## src/hdl/mips_subset_execute_unit_assert.svh

```systemverilog
// ----------------------------------------------------------------------------
// mips_subset_execute_unit_assert.svh
// Assertion macros for the execute unit. Define NO_ASSERTIONS to drop them.
// ----------------------------------------------------------------------------
`ifndef MIPS_SUBSET_EXECUTE_UNIT_ASSERT_SVH
`define MIPS_SUBSET_EXECUTE_UNIT_ASSERT_SVH

`ifndef NO_ASSERTIONS
// Consequent must hold in the same cycle as the antecedent
`define MSEU_ASSERT_NOW(label, ante, cons) \
    label: assert property (@(posedge clk) disable iff (!rst_n) (ante) |-> (cons)) \
        else $error("mseu: same-cycle check failed");
// Consequent must hold in the cycle after the antecedent
`define MSEU_ASSERT_NEXT(label, ante, cons) \
    label: assert property (@(posedge clk) disable iff (!rst_n) (ante) |=> (cons)) \
        else $error("mseu: next-cycle check failed");
`else
`define MSEU_ASSERT_NOW(label, ante, cons)
`define MSEU_ASSERT_NEXT(label, ante, cons)
`endif

`endif

```

## src/hdl/mseu_pkg.sv

```systemverilog
// ----------------------------------------------------------------------------
// mseu_pkg
// Types and constants shared by the execute unit modules.
// ----------------------------------------------------------------------------
package mseu_pkg;

    // Architectural reset values and fixed codes
    localparam logic [31:0] RESET_PC       = 32'hbfc0_0000;
    localparam logic [31:0] RESET_GPR      = 32'hbead_beef;
    localparam logic [31:0] JUMP_REGION    = 32'hf000_0000;
    localparam int          SR_ISOLATE_BIT = 16;
    localparam logic [4:0]  COP0_MT        = 5'b00100;
    localparam logic [4:0]  LINK_REG       = 5'd31;
    localparam logic [4:0]  STATUS_REG     = 5'd12;
    localparam logic [4:0]  GPR_ZERO       = 5'd0;
    localparam int          GPR_COUNT      = 32;

    // Primary opcodes
    localparam logic [5:0] OP_SPECIAL  = 6'h00;
    localparam logic [5:0] OP_J        = 6'h02;
    localparam logic [5:0] OP_JAL      = 6'h03;
    localparam logic [5:0] OP_BNE      = 6'h05;
    localparam logic [5:0] OP_ADDI     = 6'h08;
    localparam logic [5:0] OP_ADDI_UNS = 6'h09;
    localparam logic [5:0] OP_ANDI     = 6'h0c;
    localparam logic [5:0] OP_ORI      = 6'h0d;
    localparam logic [5:0] OP_LUI      = 6'h0f;
    localparam logic [5:0] OP_COP0     = 6'h10;
    localparam logic [5:0] OP_LW       = 6'h23;
    localparam logic [5:0] OP_SB       = 6'h28;
    localparam logic [5:0] OP_SH       = 6'h29;
    localparam logic [5:0] OP_SW       = 6'h2b;

    // SPECIAL function codes
    localparam logic [5:0] FN_SLL  = 6'h00;
    localparam logic [5:0] FN_JR   = 6'h08;
    localparam logic [5:0] FN_ADDU = 6'h21;
    localparam logic [5:0] FN_OR   = 6'h25;
    localparam logic [5:0] FN_SLTU = 6'h2b;

    typedef enum logic [2:0] {
        MEM_NONE = 3'd0,
        MEM_LW   = 3'd1,
        MEM_SW   = 3'd2,
        MEM_SH   = 3'd3,
        MEM_SB   = 3'd4
    } mem_op_t;

    // Input item
    typedef struct packed {
        logic [31:0] fetch_word;
        logic [31:0] load_data;
    } cmd_t;

    // Result item
    typedef struct packed {
        logic [31:0] fetch_addr;
        mem_op_t     mem_op;
        logic [31:0] mem_addr;
        logic [31:0] store_data;
        logic        fault;
    } rsp_t;

    // Register file writes in one step: bank A for instructions, bank B for loads
    typedef struct packed {
        logic        a_we;
        logic [4:0]  a_addr;
        logic [31:0] a_data;
        logic        b_we;
        logic [4:0]  b_addr;
        logic [31:0] b_data;
    } gpr_wr_t;

    // Outcome of executing one instruction
    typedef struct packed {
        logic        wr_en;
        logic [4:0]  wr_tgt;
        logic [31:0] wr_val;
        logic [31:0] next_fp;
        mem_op_t     mem_op;
        logic [31:0] mem_addr;
        logic [31:0] store_data;
        logic        bad;
        logic        load;
        logic        status_we;
        logic [31:0] status_val;
    } exec_t;

endpackage

```

## src/hdl/mseu_alu.sv

```systemverilog
// ----------------------------------------------------------------------------
// mseu_alu
// Decode and execute of one held instruction: register result, next fetch
// address, memory access and status write.
// ----------------------------------------------------------------------------
module mseu_alu
    import mseu_pkg::*;
(
    input  logic [31:0] ins,
    input  logic [31:0] vs,
    input  logic [31:0] vt,
    input  logic [31:0] fp,
    input  logic [31:0] status,
    output exec_t       x
);

    logic [5:0]  op;
    logic [4:0]  rs;
    logic [4:0]  rt;
    logic [4:0]  rd;
    logic [4:0]  sa;
    logic [5:0]  fn;
    logic [15:0] imm;
    logic [31:0] simm;
    logic [31:0] pc;
    logic [31:0] ea;
    logic [31:0] jtarget;
    logic [31:0] btarget;

    // Instruction fields
    assign op   = ins[31:26];
    assign rs   = ins[25:21];
    assign rt   = ins[20:16];
    assign rd   = ins[15:11];
    assign sa   = ins[10:6];
    assign fn   = ins[5:0];
    assign imm  = ins[15:0];
    assign simm = {{16{imm[15]}}, imm};

    // Address arithmetic; the delay slot sits at fp
    assign pc      = fp + 32'd4;
    assign ea      = vs + simm;
    assign jtarget = (fp & JUMP_REGION) | {4'd0, ins[25:0], 2'b00};
    assign btarget = fp + {simm[29:0], 2'b00};

    always_comb
    begin
        x         = '0;
        x.mem_op  = MEM_NONE;
        x.next_fp = pc;
        unique case (op)
            OP_SPECIAL:
            begin
                unique case (fn)
                    FN_SLL:
                    begin
                        x.wr_en  = 1'b1;
                        x.wr_tgt = rd;
                        x.wr_val = vt << sa;
                    end
                    FN_JR:
                    begin
                        x.next_fp = vs;
                    end
                    FN_ADDU:
                    begin
                        x.wr_en  = 1'b1;
                        x.wr_tgt = rd;
                        x.wr_val = vs + vt;
                    end
                    FN_OR:
                    begin
                        x.wr_en  = 1'b1;
                        x.wr_tgt = rd;
                        x.wr_val = vs | vt;
                    end
                    FN_SLTU:
                    begin
                        x.wr_en  = 1'b1;
                        x.wr_tgt = rd;
                        x.wr_val = {31'd0, vs < vt};
                    end
                    default:
                    begin
                        x.bad = 1'b1;
                    end
                endcase
            end
            OP_J:
            begin
                x.next_fp = jtarget;
            end
            OP_JAL:
            begin
                x.wr_en   = 1'b1;
                x.wr_tgt  = LINK_REG;
                x.wr_val  = pc;
                x.next_fp = jtarget;
            end
            OP_BNE:
            begin
                if (vs != vt)
                begin
                    x.next_fp = btarget;
                end
            end
            OP_ADDI, OP_ADDI_UNS:
            begin
                // ADDI wraps like the unsigned form
                x.wr_en  = 1'b1;
                x.wr_tgt = rt;
                x.wr_val = ea;
            end
            OP_ANDI:
            begin
                x.wr_en  = 1'b1;
                x.wr_tgt = rt;
                x.wr_val = vs & {16'd0, imm};
            end
            OP_ORI:
            begin
                x.wr_en  = 1'b1;
                x.wr_tgt = rt;
                x.wr_val = vs | {16'd0, imm};
            end
            OP_LUI:
            begin
                x.wr_en  = 1'b1;
                x.wr_tgt = rt;
                x.wr_val = {imm, 16'd0};
            end
            OP_COP0:
            begin
                // only MTC0 is known; only the status register takes it
                if (rs == COP0_MT)
                begin
                    x.status_we  = (rd == STATUS_REG);
                    x.status_val = vt;
                end
                else
                begin
                    x.bad = 1'b1;
                end
            end
            OP_LW:
            begin
                x.mem_op   = MEM_LW;
                x.mem_addr = ea;
                x.load     = 1'b1;
            end
            OP_SB:
            begin
                x.mem_op     = MEM_SB;
                x.mem_addr   = ea;
                x.store_data = vt;
            end
            OP_SH:
            begin
                x.mem_op     = MEM_SH;
                x.mem_addr   = ea;
                x.store_data = vt;
            end
            OP_SW:
            begin
                // word stores are dropped while the cache is isolated
                if (!status[SR_ISOLATE_BIT])
                begin
                    x.mem_op     = MEM_SW;
                    x.mem_addr   = ea;
                    x.store_data = vt;
                end
            end
            default:
            begin
                x.bad = 1'b1;
            end
        endcase
    end

endmodule

```

## config.mk

```make
export PLATFORM = sky130hd
export DESIGN_NAME = mseu_alu
export DESIGN_NICKNAME = d
export VERILOG_FILES = /design/src/hdl/mips_subset_execute_unit_assert.svh /design/src/hdl/mseu_pkg.sv /design/src/hdl/mseu_alu.sv
export SDC_FILE = /design/constraint.sdc
export NUM_CORES = 1
export LEC_CHECK = 0
export BUFFER_PORTS_ARGS = -buffer_cell sky130_fd_sc_hd__buf_2
export CORE_ASPECT_RATIO = 0.6
export CORE_MARGIN = 4
export CORE_UTILIZATION = 49
export DETAILED_ROUTE_END_ITERATION = 16
export PLACE_DENSITY = 0.74
export SKIP_LAST_GASP = 1
export SLEW_MARGIN = 20
export SYNTH_ARGS = -nofsm -noshare
export SYNTH_HDL_FRONTEND = slang
export SYNTH_SLANG_ARGS = --single-unit
```

## constraint.sdc

```tcl
create_clock -name vclk -period 5.95
set_input_delay 0.2975 -clock vclk [all_inputs]
set_output_delay 0.2975 -clock vclk [all_outputs]
set_load 0.1 [all_outputs]
```

==> run summary <==
Die Height - 127 um
Slew @ Worst Pin - 1.19 ns
Seq_cells - 0
Adder-Cell Fraction of Synth Area - 19.1%
M3 GR Usage - 9.69%
Tmin final - 5.06 ns
Placed cell count - 2267
# clk buffers - 0
Layout Cells excl Fill - 2270
Final hold viol count - 0
Gr usage total - 41.0%
Synth Area in Compound Gates - 35.7%
Share of cells above drive strength 1 - 19.6%
Largest net degree at the start of global routing - 41
Congestion Overflow GR - 0
First-pass GRT wire length - 83.9 mm
Net count after synthesis - 2062
Final Cycle Share - 85.1%
Vias in the first global route - 13709
Initial DRC count - 2598
Post-DRT Antenna Nets - 0
DR pass1 iterations - 10
Gate Count Post-Synth - 1727
Final TNS setup - 0 ns
Critical path startpoint - vs[20]
Global Route met1 Usage - 62.4%
Hold Crit Depth - 5
Initial antenna violation count - 2
Status - finished, final reports clean
Mux share of post-synthesis cell area - 7.81%
Hold buffer count at cts - 0
Max Cap Viol - 0
Grt met2 use - 57.7%
GPL Wtd Cong - 0.996
Wire per inst - 25.3 um
Syn Area/Cell - 6.70 um2
Worst setup EP type - primary output
Num rows - 43
Simple-gate share of the synthesized area - 22.2%
Setup Viol. Count Final - 0
Initial cell density of the core - 49.9%
Die Footprint - 0.0262 mm2
Startpoint class of the critical path - primary input
Data required time of the worst path - 5.65 ns
Hold Crit Class - primary input to primary output
Total power - 1.42 mW
Worst hold path startpoint - status[16]
DR vias - 15251
Synth warnings - 0
# DRC - 0
Setup CP Type - primary input to primary output
Setup repair after global routing missed its margin - no
Busiest layer in global routing - met1
Top Ports - 332
Fin area - 0.0133 mm2
Number of port buffers - 301
Slew headroom - 20.8%
Crit path DAT - 4.76 ns
Mapped Area - 0.0116 mm2
DP Area - 0.0133 mm2
Number of setup buffers added after CTS - 0
DR vias/cell - 6.72
Max rail drop VDD - 0.0707 mV
Largest family of logic cells by synthesized area - compound AO/OA/AOI/OAI gates
Hold EP - x[100]
Cts repair resizes - 0
Register area - 0 um2
Drt total wl - 57.5 mm
Leak - 6.62 nW
Area grow syn2layout - 14.6%
Die X - 206 um
Placed wire-length estimate - 47.4 mm
Xor/xnor share of the synthesized area - 7.49%
CORE AREA - 0.0232 mm2
Synth cell types - 78
Register area share after synthesis - 0%
Max FO, Critical Path - 15
FMAX - 0.198 GHz
Power density over the cells - 107 mW/mm2
Nets - 2289
Max Transition Viols Final - 0
Fin util - 57.2%
==> synthesized netlist by cell type, types with 5 or more instances <==
cell type	count	area, um2
a211o_1	5	43.8
a211oi_1	22	165
a21boi_0	8	60.1
a21o_1	48	360
a21oi_1	156	781
a21oi_2	5	43.8
a221o_1	8	80.1
a221oi_1	15	131
a222oi_1	25	250
a22oi_1	19	143
a31oi_1	14	87.6
a41oi_1	5	43.8
and2_1	40	250
and3_1	17	106
and4_1	7	61.3
buf_1	8	30.0
buf_2	16	80.1
clkbuf_1	71	267
ha_1	172	2150
inv_1	124	465
mux2_2	7	78.8
mux2i_1	42	420
mux4_2	18	405
nand2_1	144	541
nand2b_1	17	106
nand3_1	50	250
nand4_1	19	119
nor2_1	171	642
nor2b_1	11	68.8
nor3_1	29	145
nor4_1	15	93.8
o211ai_1	21	158
o21a_1	12	90.1
o21ai_0	130	651
o21bai_1	25	188
o221ai_1	27	236
o22ai_1	19	119
xnor2_1	63	552
xor2_1	36	315
==> layout by cell type, fill, tap and decap left out, types with 40 or more instances in the layout <==
cell     instances
a21o_1          48
a21oi_1        155
and2_1          40
buf_2          301
ha_1           172
inv_1          124
mux2i_1         42
nand2_1        144
nand3_1         50
nor2_1         168
o21ai_0        130
xnor2_1         63
==> where the power goes <==
| group | internal [mW] | leakage (nW) | switching (mW) |
|---|---|---|---|
| clock network | 0.0000000449 | 0.0000159 | 0 |
| logic | 0.417 | 6.62 | 0.999 |
| registers | 0 | 0 | 0 |
| total | 0.417 | 6.62 | 0.999 |
==> worst max-delay path by stage <==
stage / endpoint / cells past startpoint
finish: x[122] / 12
CTS: x[126] / 13
floorplan: x[92] / 5
global route: x[126] / 13
global placement: x[126] / 13
detailed placement: x[126] / 13
==> routing by layer <==
metal  routed length [um]  part of all wire [%]
met1                25300                    44
met2                22300                    39
met3                 7960                    14
met4                 1910                   3.3
met5                   13                 0.023
==> critical path: stages <==
cell	delay, ns
buf_2	0.22
inv_1	0.09
ha_1	0.47
nor4_1	0.33
nand2_1	0.10
nor4_1	0.87
and4_1	0.81
a21oi_2	0.16
nand2_1	0.53
a22oi_1	0.15
o221ai_1	0.24
buf_2	0.48
==> metrics by stage <==
stage	hold slack [ns]	setup slack, ns
3_5_place_dp	1.11	1.20
5_1_grt	1.14	0.877
4_1_cts	1.11	1.20
3_3_place_gp	1.08	1.28
2_1_floorplan	0.908	0.874
6_report	1.10	0.888
==> cell type report <==
cell class                 instances  area [um2]
timing repair buffer             324        1680
tap                              315         394
multi-input combinational       1499       10700
fill                            2370        9920
inverter                         129         484
antenna                            3        7.51
==> logic make-up (layout without fill, tap and decap cells) <==
logic type,after synthesis,in the layout
compound gates,615,615
simple gates,543,543
buf+inv,228,453
fa+ha+maj,175,175
xor+xnor,99,99
mux,67,67
other cells,0,3
Note: power is estimated with default switching activity, not from simulation.
