### src/hdl/mips_subset_execute_unit_assert.svh
// ----------------------------------------------------------------------------
// mips_subset_execute_unit_assert.svh
// Assertion macros for the execute unit. Define NO_ASSERTIONS to drop them.
// ----------------------------------------------------------------------------
`ifndef MIPS_SUBSET_EXECUTE_UNIT_ASSERT_SVH
`define MIPS_SUBSET_EXECUTE_UNIT_ASSERT_SVH

`ifndef NO_ASSERTIONS
// Consequent must hold in the same cycle as the antecedent
`define MSEU_ASSERT_NOW(label, ante, cons) \
    label: assert property (@(posedge clk) disable iff (!rst_n) (ante) |-> (cons)) \
        else $error("mseu: same-cycle check failed");
// Consequent must hold in the cycle after the antecedent
`define MSEU_ASSERT_NEXT(label, ante, cons) \
    label: assert property (@(posedge clk) disable iff (!rst_n) (ante) |=> (cons)) \
        else $error("mseu: next-cycle check failed");
`else
`define MSEU_ASSERT_NOW(label, ante, cons)
`define MSEU_ASSERT_NEXT(label, ante, cons)
`endif

`endif

### src/hdl/mseu_pkg.sv
// ----------------------------------------------------------------------------
// mseu_pkg
// Types and constants shared by the execute unit modules.
// ----------------------------------------------------------------------------
package mseu_pkg;

    // Architectural reset values and fixed codes
    localparam logic [31:0] RESET_PC       = 32'hbfc0_0000;
    localparam logic [31:0] RESET_GPR      = 32'hbead_beef;
    localparam logic [31:0] JUMP_REGION    = 32'hf000_0000;
    localparam int          SR_ISOLATE_BIT = 16;
    localparam logic [4:0]  COP0_MT        = 5'b00100;
    localparam logic [4:0]  LINK_REG       = 5'd31;
    localparam logic [4:0]  STATUS_REG     = 5'd12;
    localparam logic [4:0]  GPR_ZERO       = 5'd0;
    localparam int          GPR_COUNT      = 32;

    // Primary opcodes
    localparam logic [5:0] OP_SPECIAL  = 6'h00;
    localparam logic [5:0] OP_J        = 6'h02;
    localparam logic [5:0] OP_JAL      = 6'h03;
    localparam logic [5:0] OP_BNE      = 6'h05;
    localparam logic [5:0] OP_ADDI     = 6'h08;
    localparam logic [5:0] OP_ADDI_UNS = 6'h09;
    localparam logic [5:0] OP_ANDI     = 6'h0c;
    localparam logic [5:0] OP_ORI      = 6'h0d;
    localparam logic [5:0] OP_LUI      = 6'h0f;
    localparam logic [5:0] OP_COP0     = 6'h10;
    localparam logic [5:0] OP_LW       = 6'h23;
    localparam logic [5:0] OP_SB       = 6'h28;
    localparam logic [5:0] OP_SH       = 6'h29;
    localparam logic [5:0] OP_SW       = 6'h2b;

    // SPECIAL function codes
    localparam logic [5:0] FN_SLL  = 6'h00;
    localparam logic [5:0] FN_JR   = 6'h08;
    localparam logic [5:0] FN_ADDU = 6'h21;
    localparam logic [5:0] FN_OR   = 6'h25;
    localparam logic [5:0] FN_SLTU = 6'h2b;

    typedef enum logic [2:0] {
        MEM_NONE = 3'd0,
        MEM_LW   = 3'd1,
        MEM_SW   = 3'd2,
        MEM_SH   = 3'd3,
        MEM_SB   = 3'd4
    } mem_op_t;

    // Input item
    typedef struct packed {
        logic [31:0] fetch_word;
        logic [31:0] load_data;
    } cmd_t;

    // Result item
    typedef struct packed {
        logic [31:0] fetch_addr;
        mem_op_t     mem_op;
        logic [31:0] mem_addr;
        logic [31:0] store_data;
        logic        fault;
    } rsp_t;

    // Register file writes in one step: bank A for instructions, bank B for loads
    typedef struct packed {
        logic        a_we;
        logic [4:0]  a_addr;
        logic [31:0] a_data;
        logic        b_we;
        logic [4:0]  b_addr;
        logic [31:0] b_data;
    } gpr_wr_t;

    // Outcome of executing one instruction
    typedef struct packed {
        logic        wr_en;
        logic [4:0]  wr_tgt;
        logic [31:0] wr_val;
        logic [31:0] next_fp;
        mem_op_t     mem_op;
        logic [31:0] mem_addr;
        logic [31:0] store_data;
        logic        bad;
        logic        load;
        logic        status_we;
        logic [31:0] status_val;
    } exec_t;

endpackage

### src/hdl/mseu_ram.sv
// ----------------------------------------------------------------------------
// mseu_ram
// Generic single-write, single-read RAM with registered read data.
// ----------------------------------------------------------------------------
module mseu_ram #(
    parameter int WIDTH = 32,
    parameter int DEPTH = 32
) (
    input  logic                     clk,
    input  logic                     we,
    input  logic [$clog2(DEPTH)-1:0] waddr,
    input  logic [WIDTH-1:0]         wdata,
    input  logic [$clog2(DEPTH)-1:0] raddr,
    output logic [WIDTH-1:0]         rdata
);

    logic [WIDTH-1:0] mem_reg [DEPTH];
    logic [WIDTH-1:0] rdata_reg;

    // Write port
    always_ff @(posedge clk)
    begin
        if (we)
        begin
            mem_reg[waddr] <= wdata;
        end
    end

    // Registered read, old data on a same-address write
    always_ff @(posedge clk)
    begin
        rdata_reg <= mem_reg[raddr];
    end

    assign rdata = rdata_reg;

endmodule

### src/hdl/mseu_regfile.sv
// ----------------------------------------------------------------------------
// mseu_regfile
// General registers: two banks (instruction writes, load writes), each with
// a copy per read port, a live-bank table, valid bits and a write bypass.
// ----------------------------------------------------------------------------
module mseu_regfile
    import mseu_pkg::*;
(
    input  logic        clk,
    input  logic        rst_n,
    input  logic [4:0]  rs_addr,
    input  logic [4:0]  rt_addr,
    input  gpr_wr_t     wr,
    output logic [31:0] rs_data,
    output logic [31:0] rt_data
);

    logic [31:0] a_rs_q;
    logic [31:0] a_rt_q;
    logic [31:0] b_rs_q;
    logic [31:0] b_rt_q;
    logic [4:0]  rs_idx_reg;
    logic [4:0]  rt_idx_reg;
    gpr_wr_t     fwd_reg;
    logic [GPR_COUNT-1:0] valid_reg;
    logic [GPR_COUNT-1:0] valid_next;
    logic [GPR_COUNT-1:0] sel_reg;
    logic [GPR_COUNT-1:0] sel_next;
    logic [31:0] a_rs;
    logic [31:0] a_rt;
    logic [31:0] b_rs;
    logic [31:0] b_rt;

    // Bank A: instruction results
    mseu_ram #(.WIDTH(32), .DEPTH(GPR_COUNT)) u_ram_a_rs (
        .clk   (clk),
        .we    (wr.a_we),
        .waddr (wr.a_addr),
        .wdata (wr.a_data),
        .raddr (rs_addr),
        .rdata (a_rs_q)
    );

    mseu_ram #(.WIDTH(32), .DEPTH(GPR_COUNT)) u_ram_a_rt (
        .clk   (clk),
        .we    (wr.a_we),
        .waddr (wr.a_addr),
        .wdata (wr.a_data),
        .raddr (rt_addr),
        .rdata (a_rt_q)
    );

    // Bank B: delayed load data
    mseu_ram #(.WIDTH(32), .DEPTH(GPR_COUNT)) u_ram_b_rs (
        .clk   (clk),
        .we    (wr.b_we),
        .waddr (wr.b_addr),
        .wdata (wr.b_data),
        .raddr (rs_addr),
        .rdata (b_rs_q)
    );

    mseu_ram #(.WIDTH(32), .DEPTH(GPR_COUNT)) u_ram_b_rt (
        .clk   (clk),
        .we    (wr.b_we),
        .waddr (wr.b_addr),
        .wdata (wr.b_data),
        .raddr (rt_addr),
        .rdata (b_rt_q)
    );

    // Read index and the writes made alongside the read
    always_ff @(posedge clk)
    begin
        rs_idx_reg <= rs_addr;
        rt_idx_reg <= rt_addr;
    end

    always_ff @(posedge clk or negedge rst_n)
    begin
        if (!rst_n)
        begin
            fwd_reg   <= '0;
            valid_reg <= '0;
            sel_reg   <= '0;
        end
        else
        begin
            fwd_reg   <= wr;
            valid_reg <= valid_next;
            sel_reg   <= sel_next;
        end
    end

    // Valid bits and live-bank table; an instruction write wins
    always_comb
    begin
        valid_next = valid_reg;
        sel_next   = sel_reg;
        if (wr.b_we)
        begin
            valid_next[wr.b_addr] = 1'b1;
            sel_next[wr.b_addr]   = 1'b1;
        end
        if (wr.a_we)
        begin
            valid_next[wr.a_addr] = 1'b1;
            sel_next[wr.a_addr]   = 1'b0;
        end
    end

    // Bypass writes that landed in the cycle the read was issued
    assign a_rs = (fwd_reg.a_we && fwd_reg.a_addr == rs_idx_reg) ? fwd_reg.a_data : a_rs_q;
    assign a_rt = (fwd_reg.a_we && fwd_reg.a_addr == rt_idx_reg) ? fwd_reg.a_data : a_rt_q;
    assign b_rs = (fwd_reg.b_we && fwd_reg.b_addr == rs_idx_reg) ? fwd_reg.b_data : b_rs_q;
    assign b_rt = (fwd_reg.b_we && fwd_reg.b_addr == rt_idx_reg) ? fwd_reg.b_data : b_rt_q;

    // Register zero, never-written registers, then the live bank
    always_comb
    begin
        priority if (rs_idx_reg == GPR_ZERO)
            rs_data = '0;
        else if (!valid_reg[rs_idx_reg])
            rs_data = RESET_GPR;
        else if (sel_reg[rs_idx_reg])
            rs_data = b_rs;
        else
            rs_data = a_rs;

        priority if (rt_idx_reg == GPR_ZERO)
            rt_data = '0;
        else if (!valid_reg[rt_idx_reg])
            rt_data = RESET_GPR;
        else if (sel_reg[rt_idx_reg])
            rt_data = b_rt;
        else
            rt_data = a_rt;
    end

endmodule

### config.mk
export PLATFORM = sky130hd
export DESIGN_NAME = mseu_regfile
export DESIGN_NICKNAME = d
export VERILOG_FILES = /design/src/hdl/mips_subset_execute_unit_assert.svh /design/src/hdl/mseu_pkg.sv /design/src/hdl/mseu_ram.sv /design/src/hdl/mseu_regfile.sv
export SDC_FILE = /design/constraint.sdc
export NUM_CORES = 2
export LEC_CHECK = 0
export ABC_CLOCK_PERIOD_IN_PS = 5800
export BUFFER_PORTS_ARGS = -buffer_cell sky130_fd_sc_hd__buf_2
export CORE_ASPECT_RATIO = 1.25
export CORE_MARGIN = 2
export CORE_UTILIZATION = 55
export DETAILED_ROUTE_END_ITERATION = 7
export PLACE_DENSITY_LB_ADDON = 0.08
export SETUP_SLACK_MARGIN = 0.15
export SYNTH_ARGS = -nofsm -noshare
export SYNTH_HDL_FRONTEND = slang
export SYNTH_SLANG_ARGS = --single-unit
### constraint.sdc
create_clock -name clk -period 5.8 [get_ports clk]
set_input_delay 1.16 -clock clk [delete_from_list [all_inputs] [get_ports clk]]
set_output_delay 1.16 -clock clk [all_outputs]
set_load 0.05 [all_outputs]
==> results_dict.tcl <==
set metrics [dict create \
    routabilityCongestion 0.918 \
    rr_endpoint "u_ram_a_rs.rdata[23]" \
    insertion_delay_ns 0.88 \
    critPathKind "register to output pin" \
    slew_headroom 0.217 \
    post-synth-top-area-cell "edfxtp_1" \
    cellPowerDensity_nw_per_um2 327 \
    worst_ep_arrival_time_ns 4.40 \
    whs_ns 0.418 \
    synth.cell_area_sq_um 104000 \
    grt.total_usage 0.346 \
    hpwl_mm 193 \
    grt_overflow 0 \
    worst-path-max-fanout 19 \
    status "complete, no violations" \
    synthTopCellsByArea "edfxtp_1 (59%), mux4_2 (29%), dfrtp_1 (3.4%), dfxtp_1 (2.7%), mux2_2 (1.6%)" \
    cts_buffers 224 \
    fillers 12900 \
    seq_area_sq_um 67800 \
    ys_ff_latch 2326 \
    yosysWarnings 0 \
    tightest_slew_ns 1.17 \
    clk_pin_slew_ns 0.06 \
    p_leak_nw 36.8 \
    syn-num-nets 4693 \
    cts.sinks 2326 \
    drive_gt1_frac 0.444 \
    multiInputGateArea_sq_um 35200 \
    fin_crit_sh 0.958 \
    dr.pass1.iters 6 \
    synth_flop_cell "edfxtp_1" \
    r2r_start "u_ram_a_rt.mem_reg[18][23]" \
    ys_seq_area_frac 0.653 \
    yosysMostFrequentCell "edfxtp_1" \
    grt_pass1_vias 56400 \
    avgViaCountPerCell 7.37 \
    drv_slew 0 \
    hold_path.class "primary input to async pin" \
    synth.distinct_cells 28 \
    cap_violations 0 \
    period_needed_ns 5.56 \
    design.portCount 152 \
    grt_start_max_net_pins 78 \
    cp-start-kind "register" \
    drc 0 \
    nets 4917 \
    synth_top_area_share 0.592 \
    start_util 0.552 \
    core_sq_um 188000 \
    htreeDepth 4 \
    ys_async_sr_fraction 0.0602 \
    setup-violations-final 0 \
    die-area_sq_um 192000 \
    rsz0062_at_grt "no" \
    peakVddDrop_v 0.000334 \
    r2r_cells 3 \
    die_h_microns 490 \
    grt_pass1_wl_mm 451 \
    ant_nets 0 \
    finalSetupTns_ns 0 \
    num_vias 55800 \
    wl_mm 326 \
    cts_buffer_depth 3 \
    synth_edf_count 2048 \
    drt-initial-drc-count 8131 \
    rows 178 \
    finalHoldViolCount 0 \
    syn_avg_cell_area_sq_um 22.5 \
    required_ns 4.64 \
    post_synth_inst_count 4605 \
    areaGrowthSynthToFinish_pct 12.4 \
    cp-end-kind "output pin" \
    max_freq_mhz 180 \
    portBuffers 151 \
    r2r_setup_slack_ns 3.75 \
    wl_per_cell_microns 43.1 \
    cts_root_buf "clkbuf_16" \
    antenna_found_initial 44 \
    synth_commonest_cells "edfxtp_1 (2048), mux4_2 (1320), clkbuf_1 (220)" \
    tritoncts "yes" \
    chipWidth_microns 393 \
    worst_clock_skew_ns 0.0300 \
]
-- layout make-up --
type,count,area share
Sequential cell,2326,0.581
Timing Repair Buffer,346,0.0272
Clock buffer,319,0.0540
Inverter,2,0.0000643
Clock inverter,107,0.00883
Multi-Input combinational cell,1929,0.302
Tap cell,2520,0.0270
Antenna cell,21,0.000450
-- per-stage QoR --
stage	worst slack [ns]	cell area (sq um)	utilization	cells	power, mW
detailed placement	0.815	109000	0.581	7115	23.8
CTS	0.176	117000	0.621	7548	38.3
finish	0.242	117000	0.621	7570	38.2
global route	0.157	117000	0.621	7552	39.2
global placement	0.861	109000	0.581	7115	23.8
floorplan	0.151	104000	-	4605	22.1
-- report_power, final --
group / switching, mW / internal, mW
Clock: 6.45 / 8.18
Combinational: 2.63 / 1.82
Sequential: 0.487 / 18.7
-- worst max-delay path by stage --
stage	startpoint	to	slack, ns	cells after the start
2_1_floorplan	rs_idx_reg[2]	rs_data[14]	0.15	7
3_3_place_gp	rt_idx_reg[1]	rt_data[4]	0.86	7
3_5_place_dp	rt_idx_reg[1]	rt_data[4]	0.82	7
4_1_cts	rs_idx_reg[1]	rs_data[8]	0.18	7
5_1_grt	rs_idx_reg[0]	rs_data[30]	0.16	9
6_report	rs_idx_reg[1]	rs_data[30]	0.24	7
-- worst max-delay path: stages, from the launching register on --
cell       delay [ns]
dfxtp_2          0.55
mux4_2           0.57
mux4_2           0.50
mux2i_4          0.47
buf_4            0.42
nor2_1           0.12
a2111oi_0        0.51
buf_2            0.36
-- logic make-up (layout without fill, tap and decap cells) --
group	after synthesis	after routing	synth area share
other	0	21	0
AO/OA/AOI/OAI	64	64	0.00511
flip-flops	2326	2326	0.653
buffers and inverters	350	774	0.0132
AND/OR/NAND/NOR	217	217	0.00953
XOR/XNOR	20	20	0.00169
multiplexers	1628	1628	0.318
-- cell usage in the layout, fill, tap and decap left out, types with 10 or more instances in the layout --
master	count
mux4_2	1320
buf_2	140
or3_1	34
edfxtp_1	2048
nor2_4	64
clkbuf_8	31
nor2_1	85
dfxtp_1	136
dfrtp_1	140
buf_4	127
mux2_2	144
mux2i_1	160
nand3b_1	10
diode_2	21
xor2_1	16
clkbuf_1	64
o21a_1	48
clkinv_2	46
buf_12	68
clkbuf_16	227
clkinv_1	24
bufinv_16	13
-- per-layer routing --
layer  vias to the layer above  track usage  wire length [microns]
li1                      20800            -                      -
met1                     30800        0.496                 122000
met2                      3573        0.517                 150000
met3                       642       0.0981                  40100
met4                        36        0.124                  13400
met5                         -            0                    239
-- timing repair --
action                     in CTS  in global routing
cloned                          0                  0
resized for setup               2                  2
setup buffers                   7                  1
hold buffers                    0                  0
setup endpoints to repair      27                  1
pin swaps                       0                  0
(Power assumes the default switching activity.)
